## src/rtl/core/expression_token_lexer_top_defines.svh

```systemverilog
// ---------------------------------------------------------------------------
// expression token lexer assertion macros
// shared clocked assertion forms used by the lexer rtl
// ---------------------------------------------------------------------------
`ifndef EXPRESSION_TOKEN_LEXER_TOP_DEFINES_SVH
`define EXPRESSION_TOKEN_LEXER_TOP_DEFINES_SVH

// property must hold at every edge outside reset
`define ETL_ASSERT(label, clk, rst, prop, msg) \
   label: assert property (@(posedge clk) disable iff (rst) (prop)) else $error(msg);

// consequent must hold in the same cycle as the antecedent
`define ETL_ASSERT_IMP(label, clk, rst, ante, cons, msg) \
   label: assert property (@(posedge clk) disable iff (rst) (ante) |-> (cons)) else $error(msg);

// consequent must hold in the cycle after the antecedent
`define ETL_ASSERT_NEXT(label, clk, rst, ante, cons, msg) \
   label: assert property (@(posedge clk) disable iff (rst) (ante) |=> (cons)) else $error(msg);

`endif

```

## src/rtl/core/etl_pkg.sv

```systemverilog
// ---------------------------------------------------------------------------
// expression token lexer package
// token kinds, error codes and the structs passed between lexer modules
// ---------------------------------------------------------------------------
`default_nettype none

package etl_pkg;

   // output field widths
   localparam int OUT_POS_W = 16;
   localparam int KIND_W    = 5;
   localparam int ERR_W     = 3;

   // token kinds
   localparam logic [KIND_W-1:0] K_END   = 5'd0;
   localparam logic [KIND_W-1:0] K_NUM   = 5'd1;
   localparam logic [KIND_W-1:0] K_IDENT = 5'd2;
   localparam logic [KIND_W-1:0] K_PLUS  = 5'd3;
   localparam logic [KIND_W-1:0] K_MINUS = 5'd4;
   localparam logic [KIND_W-1:0] K_STAR  = 5'd5;
   localparam logic [KIND_W-1:0] K_SLASH = 5'd6;
   localparam logic [KIND_W-1:0] K_PCT   = 5'd7;
   localparam logic [KIND_W-1:0] K_CARET = 5'd8;
   localparam logic [KIND_W-1:0] K_LPAR  = 5'd9;
   localparam logic [KIND_W-1:0] K_RPAR  = 5'd10;
   localparam logic [KIND_W-1:0] K_COMMA = 5'd11;
   localparam logic [KIND_W-1:0] K_QUEST = 5'd12;
   localparam logic [KIND_W-1:0] K_COLON = 5'd13;
   localparam logic [KIND_W-1:0] K_NE    = 5'd14;
   localparam logic [KIND_W-1:0] K_NOT   = 5'd15;
   localparam logic [KIND_W-1:0] K_EQEQ  = 5'd16;
   localparam logic [KIND_W-1:0] K_GE    = 5'd17;
   localparam logic [KIND_W-1:0] K_GT    = 5'd18;
   localparam logic [KIND_W-1:0] K_LE    = 5'd19;
   localparam logic [KIND_W-1:0] K_LT    = 5'd20;
   localparam logic [KIND_W-1:0] K_AND   = 5'd21;
   localparam logic [KIND_W-1:0] K_OR    = 5'd22;
   localparam logic [KIND_W-1:0] K_ERR   = 5'd23;

   // error codes
   localparam logic [ERR_W-1:0] E_NONE    = 3'd0;
   localparam logic [ERR_W-1:0] E_LONE_EQ = 3'd1;
   localparam logic [ERR_W-1:0] E_LONE_AMP = 3'd2;
   localparam logic [ERR_W-1:0] E_LONE_BAR = 3'd3;
   localparam logic [ERR_W-1:0] E_UNKNOWN = 3'd4;
   localparam logic [ERR_W-1:0] E_TOO_LONG = 3'd5;

   // character class of one input byte
   typedef struct packed {
      logic              digit;
      logic              dot;
      logic              exp_e;
      logic              sign;
      logic              word;
      logic              space;
      logic              bang;
      logic              eq;
      logic              gt;
      logic              lt;
      logic              amp;
      logic              bar;
      logic              single;
      logic [KIND_W-1:0] single_kind;
   } char_class_type;

   // one result transaction
   typedef struct packed {
      logic [KIND_W-1:0]    kind;
      logic [OUT_POS_W-1:0] start;
      logic [OUT_POS_W-1:0] len;
      logic [ERR_W-1:0]     err;
      logic                 last;
   } etl_result_type;

   // results written into the output buffer by one accepted transaction
   typedef struct packed {
      logic       valid;
      logic [1:0] count;
   } etl_push_type;

endpackage

`default_nettype wire

```

## src/rtl/core/etl_classify.sv

```systemverilog
// ---------------------------------------------------------------------------
// expression token lexer character classifier
// decodes one input byte into the classes the lexer rules test
// ---------------------------------------------------------------------------
`default_nettype none

module etl_classify (
   input  wire logic [7:0]             char_byte,
   output etl_pkg::char_class_type     char_class
);
   import etl_pkg::*;

   localparam logic [7:0] C_DOT   = 8'h2E;
   localparam logic [7:0] C_LOW_E = 8'h65;
   localparam logic [7:0] C_UP_E  = 8'h45;
   localparam logic [7:0] C_UNDER = 8'h5F;
   localparam logic [7:0] C_EQ    = 8'h3D;
   localparam logic [7:0] C_AMP   = 8'h26;
   localparam logic [7:0] C_BAR   = 8'h7C;
   localparam logic [7:0] C_BANG  = 8'h21;
   localparam logic [7:0] C_GT    = 8'h3E;
   localparam logic [7:0] C_LT    = 8'h3C;
   localparam logic [7:0] C_PLUS  = 8'h2B;
   localparam logic [7:0] C_MINUS = 8'h2D;
   localparam logic [7:0] C_SPACE = 8'h20;
   localparam logic [7:0] C_TAB   = 8'h09;
   localparam logic [7:0] C_CR    = 8'h0D;

   logic is_alpha;

   // range classes
   assign is_alpha = (char_byte >= 8'h61 && char_byte <= 8'h7A) ||
                     (char_byte >= 8'h41 && char_byte <= 8'h5A);

   always_comb begin
      char_class.digit = (char_byte >= 8'h30 && char_byte <= 8'h39);
      char_class.dot   = (char_byte == C_DOT);
      char_class.exp_e = (char_byte == C_LOW_E) || (char_byte == C_UP_E);
      char_class.sign  = (char_byte == C_PLUS) || (char_byte == C_MINUS);
      char_class.word  = is_alpha || (char_byte == C_UNDER);
      char_class.space = (char_byte == C_SPACE) ||
                         (char_byte >= C_TAB && char_byte <= C_CR);
      char_class.bang  = (char_byte == C_BANG);
      char_class.eq    = (char_byte == C_EQ);
      char_class.gt    = (char_byte == C_GT);
      char_class.lt    = (char_byte == C_LT);
      char_class.amp   = (char_byte == C_AMP);
      char_class.bar   = (char_byte == C_BAR);

      // single-character operators
      char_class.single      = 1'b1;
      char_class.single_kind = K_PLUS;
      unique case (char_byte)
         8'h2B:   char_class.single_kind = K_PLUS;
         8'h2D:   char_class.single_kind = K_MINUS;
         8'h2A:   char_class.single_kind = K_STAR;
         8'h2F:   char_class.single_kind = K_SLASH;
         8'h25:   char_class.single_kind = K_PCT;
         8'h5E:   char_class.single_kind = K_CARET;
         8'h28:   char_class.single_kind = K_LPAR;
         8'h29:   char_class.single_kind = K_RPAR;
         8'h2C:   char_class.single_kind = K_COMMA;
         8'h3F:   char_class.single_kind = K_QUEST;
         8'h3A:   char_class.single_kind = K_COLON;
         default: char_class.single      = 1'b0;
      endcase
   end

endmodule

`default_nettype wire

```

## src/rtl/core/etl_lexer.sv

```systemverilog
// ---------------------------------------------------------------------------
// expression token lexer state machine
// holds the lex mode and positions and forms up to two results per byte
// ---------------------------------------------------------------------------
`default_nettype none

module etl_lexer #(
   parameter int POS_BITS = 16
) (
   input  wire logic                   clock,
   input  wire logic                   reset,
   input  wire logic                   accept,
   input  wire logic                   action,
   input  etl_pkg::char_class_type     char_class,
   output etl_pkg::etl_push_type       push,
   output etl_pkg::etl_result_type     result0,
   output etl_pkg::etl_result_type     result1
);
   import etl_pkg::*;

   localparam int EXT_W = (POS_BITS > OUT_POS_W) ? POS_BITS : OUT_POS_W;

   // lex modes
   localparam logic [3:0] M_IDLE    = 4'd0;
   localparam logic [3:0] M_MANT    = 4'd1;
   localparam logic [3:0] M_EXPS    = 4'd2;
   localparam logic [3:0] M_EXPSIGN = 4'd3;
   localparam logic [3:0] M_EXPD    = 4'd4;
   localparam logic [3:0] M_IDENT   = 4'd5;
   localparam logic [3:0] M_BANG    = 4'd6;
   localparam logic [3:0] M_EQ      = 4'd7;
   localparam logic [3:0] M_GT      = 4'd8;
   localparam logic [3:0] M_LT      = 4'd9;
   localparam logic [3:0] M_AMP     = 4'd10;
   localparam logic [3:0] M_BAR     = 4'd11;
   localparam logic [3:0] M_ERR     = 4'd12;

   logic [3:0]          mode_ff, mode_in;
   logic [POS_BITS-1:0] pos_ff, pos_in;
   logic [POS_BITS-1:0] tstart_ff, tstart_in;

   logic [POS_BITS-1:0]  span;
   logic [EXT_W-1:0]     pos_ext, tstart_ext, span_ext;
   logic [OUT_POS_W-1:0] pos_out, tstart_out, span_out;
   logic                 at_max;

   logic              fin_pend, fin_to_err;
   logic [KIND_W-1:0] fin_kind;
   logic [ERR_W-1:0]  fin_err;

   logic              take, pair_v;
   logic [3:0]        take_mode;
   logic [KIND_W-1:0] pair_kind;

   logic           fin_v, sec_v;
   etl_result_type fin_r, sec_r;

   // position arithmetic
   assign span       = pos_ff - tstart_ff;
   assign pos_ext    = EXT_W'(pos_ff);
   assign tstart_ext = EXT_W'(tstart_ff);
   assign span_ext   = EXT_W'(span);
   assign pos_out    = pos_ext[OUT_POS_W-1:0];
   assign tstart_out = tstart_ext[OUT_POS_W-1:0];
   assign span_out   = span_ext[OUT_POS_W-1:0];
   assign at_max     = &pos_ff;

   // pending token closed by the current byte or end marker
   always_comb begin
      fin_pend   = 1'b1;
      fin_to_err = 1'b0;
      fin_kind   = K_NUM;
      fin_err    = E_NONE;
      unique case (mode_ff)
         M_MANT, M_EXPS, M_EXPSIGN, M_EXPD: fin_kind = K_NUM;
         M_IDENT: fin_kind = K_IDENT;
         M_BANG:  fin_kind = K_NOT;
         M_GT:    fin_kind = K_GT;
         M_LT:    fin_kind = K_LT;
         M_EQ: begin
            fin_kind   = K_ERR;
            fin_err    = E_LONE_EQ;
            fin_to_err = 1'b1;
         end
         M_AMP: begin
            fin_kind   = K_ERR;
            fin_err    = E_LONE_AMP;
            fin_to_err = 1'b1;
         end
         M_BAR: begin
            fin_kind   = K_ERR;
            fin_err    = E_LONE_BAR;
            fin_to_err = 1'b1;
         end
         default: fin_pend = 1'b0;
      endcase
   end

   // continuation of the pending token and two-character operators
   always_comb begin
      take      = 1'b0;
      take_mode = mode_ff;
      pair_v    = 1'b0;
      pair_kind = K_NE;
      unique case (mode_ff)
         M_MANT: begin
            if (char_class.digit || char_class.dot) begin
               take = 1'b1;
            end else if (char_class.exp_e) begin
               take      = 1'b1;
               take_mode = M_EXPS;
            end
         end
         M_EXPS: begin
            if (char_class.sign) begin
               take      = 1'b1;
               take_mode = M_EXPSIGN;
            end else if (char_class.digit) begin
               take      = 1'b1;
               take_mode = M_EXPD;
            end
         end
         M_EXPSIGN, M_EXPD: begin
            if (char_class.digit) begin
               take      = 1'b1;
               take_mode = M_EXPD;
            end
         end
         M_IDENT: take = char_class.digit || char_class.word;
         M_BANG: begin
            pair_v    = char_class.eq;
            pair_kind = K_NE;
         end
         M_EQ: begin
            pair_v    = char_class.eq;
            pair_kind = K_EQEQ;
         end
         M_GT: begin
            pair_v    = char_class.eq;
            pair_kind = K_GE;
         end
         M_LT: begin
            pair_v    = char_class.eq;
            pair_kind = K_LE;
         end
         M_AMP: begin
            pair_v    = char_class.amp;
            pair_kind = K_AND;
         end
         M_BAR: begin
            pair_v    = char_class.bar;
            pair_kind = K_OR;
         end
         default: take = 1'b0;
      endcase
   end

   // next state and the results of one transaction
   always_comb begin
      mode_in   = mode_ff;
      pos_in    = pos_ff;
      tstart_in = tstart_ff;
      fin_v     = 1'b0;
      sec_v     = 1'b0;
      sec_r     = '{kind: K_END, start: pos_out, len: '0, err: E_NONE, last: 1'b0};
      if (accept) begin
         priority if (action) begin
            // end marker: flush pending token, then end
            fin_v     = fin_pend;
            sec_v     = 1'b1;
            mode_in   = M_IDLE;
            pos_in    = '0;
            tstart_in = '0;
         end else if (mode_ff == M_ERR) begin
            // drop bytes, saturating position
            if (!at_max) begin
               pos_in = pos_ff + POS_BITS'(1);
            end
         end else if (at_max) begin
            // input past the position range
            mode_in   = M_ERR;
            sec_v     = 1'b1;
            sec_r.kind = K_ERR;
            sec_r.err  = E_TOO_LONG;
         end else begin
            pos_in = pos_ff + POS_BITS'(1);
            priority if (pair_v) begin
               sec_v       = 1'b1;
               sec_r.kind  = pair_kind;
               sec_r.start = tstart_out;
               sec_r.len   = OUT_POS_W'(2);
               mode_in     = M_IDLE;
            end else if (take) begin
               mode_in = take_mode;
            end else begin
               fin_v = fin_pend;
               if (fin_to_err) begin
                  mode_in = M_ERR;
               end else begin
                  mode_in = M_IDLE;
                  if (!char_class.space) begin
                     tstart_in = pos_ff;
                  end
                  // byte opens a new token
                  priority if (char_class.space) begin
                     mode_in = M_IDLE;
                  end else if (char_class.digit || char_class.dot) begin
                     mode_in = M_MANT;
                  end else if (char_class.word) begin
                     mode_in = M_IDENT;
                  end else if (char_class.single) begin
                     sec_v      = 1'b1;
                     sec_r.kind = char_class.single_kind;
                     sec_r.len  = OUT_POS_W'(1);
                  end else if (char_class.bang) begin
                     mode_in = M_BANG;
                  end else if (char_class.eq) begin
                     mode_in = M_EQ;
                  end else if (char_class.gt) begin
                     mode_in = M_GT;
                  end else if (char_class.lt) begin
                     mode_in = M_LT;
                  end else if (char_class.amp) begin
                     mode_in = M_AMP;
                  end else if (char_class.bar) begin
                     mode_in = M_BAR;
                  end else begin
                     mode_in    = M_ERR;
                     sec_v      = 1'b1;
                     sec_r.kind = K_ERR;
                     sec_r.err  = E_UNKNOWN;
                     sec_r.len  = OUT_POS_W'(1);
                  end
               end
            end
         end
      end
   end

   // closed pending token
   assign fin_r = '{kind: fin_kind, start: tstart_out, len: span_out, err: fin_err,
                    last: !sec_v};

   // order the results, last flag on the final one
   always_comb begin
      result1      = sec_r;
      result1.last = 1'b1;
      if (fin_v) begin
         result0 = fin_r;
      end else begin
         result0      = sec_r;
         result0.last = 1'b1;
      end
      push.valid = accept;
      push.count = {1'b0, fin_v} + {1'b0, sec_v};
   end

   // lexer state registers
   always_ff @(posedge clock) begin
      if (reset) begin
         mode_ff   <= M_IDLE;
         pos_ff    <= '0;
         tstart_ff <= '0;
      end else begin
         mode_ff   <= mode_in;
         pos_ff    <= pos_in;
         tstart_ff <= tstart_in;
      end
   end

endmodule

`default_nettype wire

```

## src/rtl/core/etl_out_buf.sv

```systemverilog
// ---------------------------------------------------------------------------
// expression token lexer result buffer
// two result registers that decouple the byte side from the token side
// ---------------------------------------------------------------------------
`default_nettype none

`include "expression_token_lexer_top_defines.svh"

module etl_out_buf (
   input  wire logic                   clock,
   input  wire logic                   reset,
   input  etl_pkg::etl_push_type       push,
   input  etl_pkg::etl_result_type     result0,
   input  etl_pkg::etl_result_type     result1,
   output logic                        in_ready,
   output logic                        out_valid,
   input  wire logic                   out_ready,
   output etl_pkg::etl_result_type     out_result
);
   import etl_pkg::*;

   logic [1:0]     occ_ff, occ_in;
   etl_result_type slot0_ff, slot0_in;
   etl_result_type slot1_ff, slot1_in;
   logic           pop;

   // handshake
   assign out_valid  = (occ_ff != 2'd0);
   assign out_result = slot0_ff;
   assign pop        = out_valid && out_ready;
   assign in_ready   = (occ_ff == 2'd0) || ((occ_ff == 2'd1) && out_ready);

   // fill and drain
   always_comb begin
      occ_in   = occ_ff;
      slot0_in = slot0_ff;
      slot1_in = slot1_ff;
      if (push.valid) begin
         occ_in   = push.count;
         slot0_in = result0;
         slot1_in = result1;
      end else if (pop) begin
         occ_in   = occ_ff - 2'd1;
         slot0_in = slot1_ff;
      end
   end

   // result payload
   always_ff @(posedge clock) begin
      slot0_ff <= slot0_in;
      slot1_ff <= slot1_in;
   end

   // occupancy
   always_ff @(posedge clock) begin
      if (reset) begin
         occ_ff <= 2'd0;
      end else begin
         occ_ff <= occ_in;
      end
   end

   `ETL_ASSERT_IMP(a_push_room, clock, reset, push.valid, (occ_ff == 2'd0) || ((occ_ff == 2'd1) && pop), "results pushed into an occupied buffer")
   `ETL_ASSERT_NEXT(a_two_held, clock, reset, push.valid && (push.count == 2'd2), occ_ff == 2'd2, "second result of a transaction lost")
   `ETL_ASSERT_IMP(a_first_not_last, clock, reset, occ_ff == 2'd2, !slot0_ff.last && slot1_ff.last, "last flag on wrong result of a pair")

endmodule

`default_nettype wire

```

## src/rtl/core/expression_token_lexer_top.sv

```systemverilog
// ---------------------------------------------------------------------------
// expression token lexer
// streams characters of an arithmetic expression and emits located tokens
// ---------------------------------------------------------------------------
// Takes one character per cycle (req_tuser low) or an end marker (req_tuser
// high) while req_tready is high and returns tokens with kind, start offset,
// length and error code; results come out in the cycle after the byte is
// taken and rsp_tlast marks the last result of each input. A byte that gives
// two results (a token closed by a single-character operator or unknown byte,
// or an end marker after a pending token) holds req_tready low while the second
// result register drains. Otherwise one byte per cycle is sustained while
// rsp_tready is high; the result register pair sets this, and req_tready
// follows rsp_tready in the same cycle. No clearing pass is needed after reset.
`default_nettype none

module expression_token_lexer_top #(
   parameter int POS_BITS = 16
) (
   input  wire logic        clock,
   input  wire logic        reset,
   input  wire logic        req_tvalid,
   output logic             req_tready,
   input  wire logic [7:0]  req_tdata,    // [7:0] char_byte
   input  wire logic        req_tuser,    // [0] action
   output logic             rsp_tvalid,
   input  wire logic        rsp_tready,
   output logic [39:0]      rsp_tdata,    // [15:0] start_pos, [31:16] token_length,
                                          // [34:32] error_code, [39:35] zero
   output logic [4:0]       rsp_tuser,    // [4:0] token_kind
   output logic             rsp_tlast     // last_of_run
);
   import etl_pkg::*;

   char_class_type char_class;
   etl_push_type   push;
   etl_result_type result0, result1, out_result;
   logic           accept;

   // input transaction
   assign accept = req_tvalid && req_tready;

   etl_classify u_classify (
      .char_byte  (req_tdata),
      .char_class (char_class)
   );

   etl_lexer #(
      .POS_BITS (POS_BITS)
   ) u_lexer (
      .clock      (clock),
      .reset      (reset),
      .accept     (accept),
      .action     (req_tuser),
      .char_class (char_class),
      .push       (push),
      .result0    (result0),
      .result1    (result1)
   );

   etl_out_buf u_out_buf (
      .clock      (clock),
      .reset      (reset),
      .push       (push),
      .result0    (result0),
      .result1    (result1),
      .in_ready   (req_tready),
      .out_valid  (rsp_tvalid),
      .out_ready  (rsp_tready),
      .out_result (out_result)
   );

   // result packing
   assign rsp_tdata = {5'b0, out_result.err, out_result.len, out_result.start};
   assign rsp_tuser = out_result.kind;
   assign rsp_tlast = out_result.last;

endmodule

`default_nettype wire

```

## config.mk

```make
export PLATFORM = sky130hd
export DESIGN_NAME = expression_token_lexer_top
export DESIGN_NICKNAME = d
export VERILOG_FILES = /design/src/rtl/core/etl_pkg.sv /design/src/rtl/core/etl_classify.sv /design/src/rtl/core/etl_lexer.sv /design/src/rtl/core/etl_out_buf.sv /design/src/rtl/core/expression_token_lexer_top.sv
export VERILOG_INCLUDE_DIRS = /design/src /design/src/rtl/core
export SDC_FILE = /design/constraint.sdc
export NUM_CORES = 1
export LEC_CHECK = 0
export ABC_AREA = 1
export BUFFER_PORTS_ARGS = -buffer_cell sky130_fd_sc_hd__buf_2
export CORE_AREA = 2 2 133 135
export CTS_CLUSTER_SIZE = 30
export DETAILED_ROUTE_END_ITERATION = 7
export DIE_AREA = 0 0 135 137
export HOLD_SLACK_MARGIN = 0.02
export SLEW_MARGIN = 25
export SYNTH_ARGS = -nofsm -noshare
export SYNTH_HDL_FRONTEND = slang
export SYNTH_HIERARCHICAL = 1
export SYNTH_SLANG_ARGS = --single-unit
```

## constraint.sdc

```tcl
create_clock -name clock -period 2.5 [get_ports clock]
set_clock_uncertainty 0.05 [all_clocks]
set_input_delay 0.125 -clock clock [delete_from_list [all_inputs] [get_ports clock]]
set_output_delay 0.125 -clock clock [all_outputs]
set_load 0.02 [all_outputs]
```

==> results of run 1 <==
[cells by family after synthesis]
kind of cell,after synthesis
buf+inv,156
simple gates,562
xor+xnor,13
fa+ha+maj,21
compound gates,134
other cells,4
flops,120
[repair_timing]
item                       in CTS  in global routing
setup buffers                   0                  2
cloned                          0                  1
setup endpoints to repair       2                 37
pin swaps                       0                  2
gates resized for setup         1                 16
[flip-flops by register name (all words and copies together) (netlist names)]
register / count
u_lexer/pos_ext: 16
u_out_buf/slot1_ff: 41
u_lexer/tstart_ext: 16
u_out_buf/occ_ff: 2
u_lexer/mode_ff: 4
u_out_buf/out_result: 41
[area by class of cell]
| class | count | area [sq um] |
|---|---|---|
| well taps | 225 | 282 |
| multi-input cells | 752 | 3660 |
| clock buffers | 20 | 437 |
| clock inverters | 12 | 105 |
| fillers | 1697 | 7920 |
| flip-flops and latches | 120 | 3230 |
| repair buffers | 143 | 1020 |
| inverters | 106 | 407 |
[power groups by stage]
| stage | clock network (mW) | registers (mW) | logic (mW) |
|---|---|---|---|
| after floorplan | 0 | 3.54 | 1.44 |
| after global placement | 0 | 3.07 | 2.71 |
| after detailed placement | 0 | 3.09 | 2.73 |
| after CTS | 2.27 | 3.05 | 2.73 |
| after global routing | 2.36 | 3.10 | 3.03 |
| final | 2.23 | 3.05 | 2.73 |
[worst max-delay path by stage]
stage / startpoint / endpoint / slack, ps / cells past startpoint
floorplan: u_out_buf/occ_ff[0] / u_out_buf/out_result[21] / 40 / 18
global placement: u_lexer/pos_ext[0] / u_out_buf/out_result[12] / -50 / 13
detailed placement: req_tdata[7] / u_out_buf/occ_ff[0] / -80 / 20
CTS: u_lexer/pos_ext[0] / u_out_buf/out_result[18] / 30 / 13
global route: u_lexer/pos_ext[1] / u_out_buf/occ_ff[0] / 5 / 17
finish: u_lexer/pos_ext[0] / u_out_buf/out_result[14] / 190 / 15
[cell usage after synthesis, types with 2 or more instances]
master and count:
o22ai_1 3, conb_1 4, o31ai_1 2, xor2_1 8
xnor2_1 5, nor2_2 8, o21ai_1 24, nand2_2 16
nand2_1 315, buf_4 31, a31oi_1 5, inv_1 97
nand3_1 74, nor2_4 5, buf_6 7, nand4_1 12
nor3_1 14, ha_1 20, or2_2 6, o211ai_1 4
clkbuf_1 4, dfxtp_1 38, nand2_4 2, nand3_2 4
inv_2 8, nor4_1 3, a21oi_1 61, o21ai_0 29
nor2_1 97, edfxtp_1 82, buf_2 8
[through the flow]
step | total power, mW | hold slack (ps) | instances | setup TNS, ps | utilization (%)
floorplan | 4.98 | 144 | 1028 | 0 | -
global placement | 5.78 | 418 | 1343 | -119 | 50.0
detailed placement | 5.81 | 424 | 1343 | -138 | 50.0
CTS | 8.06 | 94.3 | 1375 | 0 | 53.1
global route | 8.49 | 137 | 1378 | 0 | 53.6
finish | 8.01 | 99.7 | 1378 | 0 | 53.6
[layer usage]
metal  up-vias  global-route usage, %  share of wire (%)
li1       3528                      -                  -
met1      3032                   30.7                 50
met2       180                   31.7                 43
met3        17                   3.41                4.9
met4         0                   6.89                1.3
met5         -                      0                  0
[worst min-delay path, delay by kind of cell]
kind / cells / cell delay [ps]
buffers and inverters: 1 / 90
AND/OR/NAND/NOR: 4 / 310
==> run metrics, run 1 <==
delay-heaviest family, CP simple AND/OR/NAND/NOR gates; synth-to-layout area growth 20.9%; fraction of the mapped netlist area in simple logic gates 32.3%; Slowest-stage cell, CP dfxtp_4; number of library cell types mapped by synthesis 45; number of enable-type register cells in the synthesized netlist 82; R2R setup slack 190 ps; detailed placer's ending HPWL 14300 um; Final Hold Violating Endpoints 0; worst setup timing slack at the placement stage -77.6 ps; placer congestion estimate 0.933; number of cells on the worst reg-to-reg path 15; final worst-path cycle share 92.5%; static power due to leakage 4.10 nW; Worst path most repeated cell nand2_1; Initial Util 44.3%; proportion of register bits with asynchronous set or reset after synthesis 0%; post-synthesis sequential element count 120; cell type with the largest total area after synthesis edfxtp_1; dominant combinational cell family by area after synthesis simple AND/OR/NAND/NOR gates; status finished, final reports clean; CP Data Required Time 2620 ps; Worst Setup End Kind flip-flop; TritonCTS clock tree done; clock-pin slew of the registers on the worst-case setup and hold paths 60 ps; Warnings, synthesis 6; Seq/Total Area, Yosys 42.7%; number of cells produced by synthesis 1010; most common library cell in the layout ignoring fill and taps nand2_1; crit-path max cell delay 370 ps; Die H 137 um; cts hold-fix bufs 0; DRC viols 0; total routing resource utilization after global routing 21.0%; vias in the first global route 6185; Critical Path Source Type flip-flop; number of antenna repair diodes 0; achievable clock frequency 432 MHz; Port Buffers 55; Clk network pwr share 27.8%; first-pass GRT wire length 30700 um; area share of the leading cell type in the synthesized netlist 32.6%; number of routed nets with antenna violations 0; CP bufs+invs 2; critical register-to-register path startpoint u_lexer/pos_ext[0]; most used cells in the layout excluding fill and tap cells 313 x nand2_1, 96 x inv_1, 95 x nor2_1; die area 18500 sq um; unrepaired setup endpoints after global routing false; Rel. slew slack 62.7%; setup violators final 0; ratio of total power to cell area 876 nW/um^2; sw frac 36.5%; Top FF cell, synth edfxtp_1; multiplexer share of the synthesized area 0%; endpoint of the lowest-slack register-to-register path u_out_buf/out_result[14]; fraction of power consumed by combinational cells 34.1%; pin count of the biggest net entering global routing 55; Vias 6757; area of the core region 17100 sq um; net count reported at finish 1174; mean instance size in the synthesized netlist 7.48 sq um; DIE WIDTH 135 um; final critical delay including setup and external delays 2310 ps; root buffer cell clkbuf_16; hold_sp rsp_tready; post-synthesis compound-gate area fraction 9.55%; clock network latency to the later pin of the worst-skew pair 410 ps; violation count after the first detailed-route iteration 492; peak ir drop on the vdd network 763 uV; Max Fanout on Critical Path 5; register share of total power 38.1%; count of standard-cell rows 48; biggest area contributors in the synthesized netlist edfxtp_1 33%, nand2_1 16%, dfxtp_1 10%, nand3_1 4.9%, inv_1 4.8%; number of maximum-capacitance violations 0; maximum root-to-sink buffer count 2; drt pass-1 iters 5; pin slew with the least headroom to its limit 560 ps; ordered cell list for the critical path inv_1 -> ha_1 -> fa_2 -> inv_1 -> nand3_1 -> nand2_2 -> a21boi_1 -> o21ai_1 -> nand2_1 -> nand2_1 -> nand2_1 -> nand2_1 -> nor2_1 -> nand2_1 -> nand2_1; area of the mapped netlist 7560 sq um; final slew viol count 0; H-Tree Depth 4; clock net sink count 120; internal power 5.08 mW; endpoint of the worst hold path u_out_buf/occ_ff[1]; synthesized-area fraction occupied by adder cells 3.58%; total detailed-routing wirelength 18600 um; finished layout cell area 9140 sq um; min setup slack post-route 187 ps; share of post-route cells with drive strength above 1 20.7%; standard cell area after detailed placement 8520 sq um; category of the critical setup timing path reg -> reg; via count normalized by instance count 4.90; wire per inst 13.5 um; num ports 61; path class of the lowest-slack min-delay path in -> reg; critical path arrival 2430 ps; parity-gate share of the synthesized area counting xor and xnor cells 1.51%; hold depth 5; initial antenna violation count 0; net switching power 2.92 mW; Num CTS Buffers 17; total global routing overflow 0
Power figures use the tool's default switching activity.
==> inputs of run 2 (changes only) <==
--- a/config.mk
+++ b/config.mk
@@ -6,13 +6,12 @@
 export SDC_FILE = /design/constraint.sdc
 export NUM_CORES = 1
 export LEC_CHECK = 0
-export ABC_AREA = 1
+export ABC_AREA = 0
 export BUFFER_PORTS_ARGS = -buffer_cell sky130_fd_sc_hd__buf_2
-export CORE_AREA = 2 2 133 135
+export CORE_AREA = 2 2 131 133
 export CTS_CLUSTER_SIZE = 30
 export DETAILED_ROUTE_END_ITERATION = 7
-export DIE_AREA = 0 0 135 137
-export HOLD_SLACK_MARGIN = 0.02
+export DIE_AREA = 0 0 133 135
 export SLEW_MARGIN = 25
 export SYNTH_ARGS = -nofsm -noshare
 export SYNTH_HDL_FRONTEND = slang
==> run metrics, run 2 <==
number of cells produced by synthesis 743 (-26%); Seq/Total Area, Yosys 44.2% (+1.6 points); static power due to leakage 4.09 nW (-0.16%); Die H 135 um (-1.5%); most used cells in the layout excluding fill and tap cells 165 x buf_4, 82 x edfxtp_1, 56 x nor2_1; number of cells on the worst reg-to-reg path 10 (-5); min setup slack post-route -6.67 ps (-194 ps); final cell count without fillers 1181 (-14%); final worst-path cycle share 100% (+7.7 points); Max Fanout on Critical Path 3 (-2); violation count after the first detailed-route iteration 372 (-24%); DIE WIDTH 133 um (-1.5%); Num CTS Buffers 17 (unchanged); Initial Util 44.4% (+0.11 points); drt pass-1 iters 5 (unchanged); failing checks setup timing; Cells after DPL 1141 (-15%); final slew viol count 0 (unchanged); most frequent cells after synthesis 82 x edfxtp_1, 64 x o21ai_0, 58 x nor2_1, 54 x nand2_1, 43 x mux2_2; cell type with the largest total area after synthesis edfxtp_1; total global routing overflow 0 (unchanged); critical path arrival 2620 ps (+190 ps); ratio of total power to cell area 675 nW/um^2 (-23%); Overall Power 6.69 mW (-16%); Fin Setup TNS -7.38 ps (-7.38 ps); count of standard-cell rows 47 (-2.1%); status finished with violations; count of filler cells inserted in the layout 1419 (-16%); category of the critical setup timing path reg -> reg; achievable clock frequency 399 MHz (-7.7%); Top FF cell, synth edfxtp_1; hold depth 4 (-1); root buffer cell clkbuf_16; CP Data Required Time 2610 ps (about the same); peak ir drop on the vdd network 481 uV (-37%); detailed placer's ending HPWL 14900 um (+3.9%); Final Hold Violating Endpoints 0 (unchanged); synth-to-layout area growth 36.2%; net count reported at finish 982 (-16%); vias in the first global route 6447 (+4.2%); wire per inst 17.4 um (+29%); unrepaired setup endpoints after global routing true; area of the core region 16400 sq um (-3.8%); Vias 6418 (-5.0%); clock network latency to the later pin of the worst-skew pair 410 ps (about the same); path class of the lowest-slack min-delay path in -> reg; placer congestion estimate 0.943 (+1.0%); number of library cell types mapped by synthesis 82 (+82%); Rel. slew slack 67.2% (+4.6 points); Port Buffers 55 (unchanged); TritonCTS clock tree done; number of routed nets with antenna violations 0 (unchanged); clock-pin slew of the registers on the worst-case setup and hold paths 60 ps (about the same); clock net sink count 120 (unchanged); setup violators final 2 (+2); share of post-route cells with drive strength above 1 40.4% (+20 points); maximum root-to-sink buffer count 2 (unchanged); DRC viols 0 (unchanged); area of the mapped netlist 7290 sq um (-3.6%); number of enable-type register cells in the synthesized netlist 82 (unchanged); number of antenna repair diodes 0 (unchanged); cell with the most instances after synthesis edfxtp_1; total routing resource utilization after global routing 23.2% (+2.1 points); post-synthesis sequential element count 120 (unchanged); Warnings, synthesis 6 (unchanged); die area 18000 sq um (-2.9%); proportion of register bits with asynchronous set or reset after synthesis 0% (unchanged); via count normalized by instance count 5.43 (+11%); initial antenna violation count 0 (unchanged); H-Tree Depth 4 (unchanged); Critical Path Source Type flip-flop; first-pass GRT wire length 32300 um (+5.3%); num ports 61 (unchanged); mean instance size in the synthesized netlist 9.81 sq um (+31%); area share of the leading cell type in the synthesized netlist 33.8% (+1.2 points); worst setup timing slack at the placement stage -529 ps (-451 ps); final standard cell utilization of the core 60.5% (+6.9 points); most common library cell in the layout ignoring fill and taps buf_4; number of maximum-capacitance violations 0 (unchanged); final critical delay including setup and external delays 2510 ps (+194 ps); biggest area contributors in the synthesized netlist edfxtp_1 34%, dfxtp_1 10%, mux2_2 6.6%, o21ai_0 4.4%, ha_1 3.4%; total detailed-routing wirelength 20600 um (+11%); pin slew with the least headroom to its limit 487 ps (-72.9 ps); Worst Setup End Kind flip-flop; pin count of the biggest net entering global routing 54 (-1.8%)
## run 2: area by class of cell
cell class / count / area (sq um) / share of cell area [%]
multi-input cells: 539 / 3930 / 39.6
flip-flops and latches: 120 / 3230 / 32.6
clock buffers: 19 / 454 / 4.58
well taps: 220 / 275 / 2.77
clock inverters: 13 / 141 / 1.43
repair buffers: 235 / 1750 / 17.6
inverters: 35 / 134 / 1.35
## run 2: where the power goes
group	leakage (nW)	internal (mW)	total (mW)	switching (mW)
Sequential	1.13	2.51	2.60	0.0943
Clock	0.294	1.53	2.45	0.913
Combinational	2.67	0.678	1.64	0.963
## run 2: worst paths after layout
| kind | from | endpoint | slack (ps) |
|---|---|---|---|
| setup / recovery | u_lexer/pos_ext[0] | u_out_buf/out_result[18] | -7 |
| hold / removal | rsp_tready | u_out_buf/occ_ff[1] | 60 |
| setup reg to reg | u_lexer/pos_ext[0] | u_out_buf/out_result[18] | -7 |
| hold reg to reg | u_lexer/tstart_ext[3] | u_lexer/tstart_ext[3] | 430 |
## run 2: logic make-up (layout without fill, tap and decap cells)
kind of cell | count (synthesis) | count (layout) | synth area share [%]
buffers and inverters | 102 | 302 | 7.74
XOR/XNOR | 23 | 23 | 2.76
adder cells (fa/ha/maj) | 21 | 21 | 3.71
flip-flops | 120 | 120 | 44.2
other | 4 | 22 | 0.206
AND/OR/NAND/NOR | 240 | 240 | 17.4
multiplexers | 48 | 48 | 7.37
AO/OA/AOI/OAI | 185 | 185 | 16.6
## run 2: per-stage QoR
step	hold WS (ps)	cell area, sq um
after global placement	403	8870
after floorplan	144	7420
after CTS	52.1	9680
final	60.7	9920
after global routing	70.2	9920
after detailed placement	406	8870
## run 2: per-layer routing
metal | global-route usage [%] | vias up | routed length, um | share of wire (%)
met5 | 0 | - | 0 | 0
met4 | 9.74 | 0 | 514 | 2.5
met3 | 4.24 | 47 | 938 | 4.6
met2 | 41.9 | 177 | 10700 | 52
met1 | 27.0 | 3111 | 8450 | 41
li1 | - | 3083 | - | -
## run 2: timing repair
action / 4_1_cts / 5_1_grt
buffers inserted: 6 / 2
hold buffers: 1 / 0
endpoints found under the setup margin: 46 / 65
gates resized for setup: 48 / 58
pin swaps: 15 / 19
endpoints found under the hold margin: 2 / 0
## run 2: worst max-delay path, stage by stage, from the launching register on
cell and delay, ps:
dfxtp_2 340, inv_2 50, ha_4 160, fa_2 360, nand2b_4 180, a211oi_4 230, nor2_2 90, a21oi_4 230
and4_1 240, nor3_2 60, mux2_4 260
==> inputs of run 3 (changes only) <==
--- a/config.mk
+++ b/config.mk
@@ -8,10 +8,11 @@
 export LEC_CHECK = 0
 export ABC_AREA = 0
 export BUFFER_PORTS_ARGS = -buffer_cell sky130_fd_sc_hd__buf_2
-export CORE_AREA = 2 2 131 133
+export CORE_AREA = 2 2 127 129
 export CTS_CLUSTER_SIZE = 30
 export DETAILED_ROUTE_END_ITERATION = 7
-export DIE_AREA = 0 0 133 135
+export DIE_AREA = 0 0 129 131
+export PLACE_DENSITY = 0.68
 export SLEW_MARGIN = 25
 export SYNTH_ARGS = -nofsm -noshare
 export SYNTH_HDL_FRONTEND = slang
==> run metrics, run 3 (synthesized netlist as in run 2, its figures left out) <==
setup violators final 15 (+13); global-route track usage on met3 5.21% (+0.97 points); total global routing overflow 0 (unchanged); sw frac 30.1% (+0.68 points); unrepaired setup endpoints after global routing true; finished layout cell area 9890 sq um (-0.32%); placer congestion estimate 0.940 (-0.31%); static power due to leakage 4.06 nW (-0.69%); root buffer cell clkbuf_16; vias in the first global route 6642 (+3.0%); final critical delay including setup and external delays 2570 ps (+60.5 ps); Num CTS Buffers 17 (unchanged); wire per inst 17.2 um (-1.5%); Critical path origin u_lexer/pos_ext[5]; final cell count without fillers 1181 (unchanged); detailed placer's ending HPWL 14300 um (-4.2%); num ports 61 (unchanged); net count reported at finish 985 (+0.31%); count of filler cells inserted in the layout 1219 (-14%); path class of the lowest-slack min-delay path in -> reg; H-Tree Depth 4 (unchanged); Max Fanout on Critical Path 6 (+3); R2R setup slack -70 ps (-60 ps); CP bufs+invs 2 (+1); Overall Power 6.60 mW (-1.4%); die area 16900 sq um (-5.9%); crit-path max cell delay 430 ps (+70 ps); critical register-to-register path startpoint u_lexer/pos_ext[5]; net switching power 1.99 mW (+0.83%); Cells after DPL 1135 (-0.53%); Post-Route Hold Slack 49.5 ps (-11.2 ps); delay-heaviest family, CP simple AND/OR/NAND/NOR gates; fraction of power consumed by combinational cells 24.2% (-0.3 points); most used cells in the layout excluding fill and tap cells 172 x buf_4, 82 x edfxtp_1, 55 x buf_2; met1 capacity usage during global routing 26.9% (-0.16 points); routing layer with the top usage in global route met2; failing checks setup timing; internal power 4.61 mW (-2.4%); DIE WIDTH 129 um (-3.0%); Port Buffers 55 (unchanged); Die H 131 um (-3.0%); Worst path most repeated cell mux2_4; peak ir drop on the vdd network 494 uV (+2.7%); TritonCTS clock tree done; violation count after the first detailed-route iteration 365 (-1.9%); via count normalized by instance count 5.50 (+1.2%); register share of total power 39.4% (+0.5 points); achievable clock frequency 390 MHz (-2.4%); number of cells on the worst reg-to-reg path 9 (-1); clock net sink count 120 (unchanged); DRC viols 0 (unchanged); hold_sp rsp_tready; min setup slack post-route -67.2 ps (-60.5 ps); total detailed-routing wirelength 20300 um (-1.5%); ratio of total power to cell area 667 nW/um^2 (-1.1%); ordered cell list for the critical path buf_4 -> nand3_1 -> nor4_4 -> nor2_2 -> o211ai_4 -> inv_4 -> nor2_4 -> mux2_4 -> mux2_4; Worst Setup End Kind flip-flop; Clk network pwr share 36.4% (-0.2 points); final slew viol count 0 (unchanged); Slowest-stage cell, CP nor4_4; hold depth 4 (unchanged); number of routed nets with antenna violations 0 (unchanged); Vias 6494 (+1.2%); number of maximum-capacitance violations 0 (unchanged); GRT met2 Usage 44.0% (+2.2 points); most common library cell in the layout ignoring fill and taps buf_4; final worst-path cycle share 103% (+2.4 points); drt pass-1 iters 5 (unchanged); count of standard-cell rows 46 (-2.1%); category of the critical setup timing path reg -> reg; pin count of the biggest net entering global routing 42 (-22%); endpoint of the worst hold path u_out_buf/occ_ff[1]; critical path arrival 2690 ps (+70 ps); initial antenna violation count 1 (+1); Initial Util 46.7% (+2.3 points); total routing resource utilization after global routing 24.5% (+1.3 points); clock network latency to the later pin of the worst-skew pair 420 ps (about the same); clock-pin slew of the registers on the worst-case setup and hold paths 60 ps (about the same); status finished with violations; Final Hold Violating Endpoints 0 (unchanged); synth-to-layout area growth 35.7%; maximum root-to-sink buffer count 2 (unchanged); Critical Path Source Type flip-flop; standard cell area after detailed placement 8810 sq um (-0.65%); CP Data Required Time 2620 ps (about the same); share of post-route cells with drive strength above 1 41.1% (+0.70 points); endpoint of the lowest-slack register-to-register path u_out_buf/out_result[20]; first-pass GRT wire length 32100 um (-0.62%); area of the core region 15600 sq um (-4.9%)
## run 3: per-layer routing
metal	part of all wire, %	wire [um]
met5	0	0
met4	3.8	765
met2	52	10400
met1	40	8130
met3	4.5	919
## run 3: power groups by stage
stage                     Clock [mW]  Combinational, mW  Sequential [mW]
after floorplan                    0              0.772             2.85
after global placement             0               1.47             2.63
after detailed placement           0               1.50             2.64
after CTS                       2.43               1.54             2.60
after global routing            2.50               1.70             2.63
final                           2.40               1.60             2.60
## run 3: layout make-up
class                           instances  area [sq um]  share of cell area, %
Timing Repair Buffer                  238          1710                   17.3
Antenna cell                            1          2.50                 0.0253
Sequential cell                       120          3230                   32.7
Multi-Input combinational cell        539          3960                   40.1
Tap cell                              216           270                   2.73
Inverter                               35           134                   1.35
Clock inverter                         13           116                   1.18
Clock buffer                           19           464                   4.69
## run 3: timing repair
action | 4_1_cts | 5_1_grt
pin swaps | 17 | 13
hold endpoints to repair | 4 | 0
gates resized for setup | 36 | 62
endpoints found under the setup margin | 38 | 62
buffers inserted | 7 | 6
hold buffers | 1 | 0
## run 3: worst min-delay path, delay by kind of cell
kind            cells  cell delay (ps)
simple gates        1               70
compound gates      2              170
buf+inv             1              100
## run 3: through the flow
stage          setup TNS (ps)  util, %  setup slack, ps
4_1_cts                  -181     61.5            -59.7
3_5_place_dp           -17360     56.5             -416
2_1_floorplan          -17430        -             -548
6_report                 -456     63.4            -67.2
5_1_grt                 -2090     63.4             -121
3_3_place_gp           -14830     56.5             -355
## run 3: worst max-delay path by stage
stage,endpoint,slack [ps],cells after the start
after floorplan,u_out_buf/out_result[20],-550,12
after detailed placement,u_out_buf/out_result[37],-420,11
final,u_out_buf/out_result[20],-70,9
after CTS,u_out_buf/out_result[20],-60,10
after global routing,u_out_buf/out_result[20],-120,10
after global placement,u_out_buf/out_result[32],-350,11
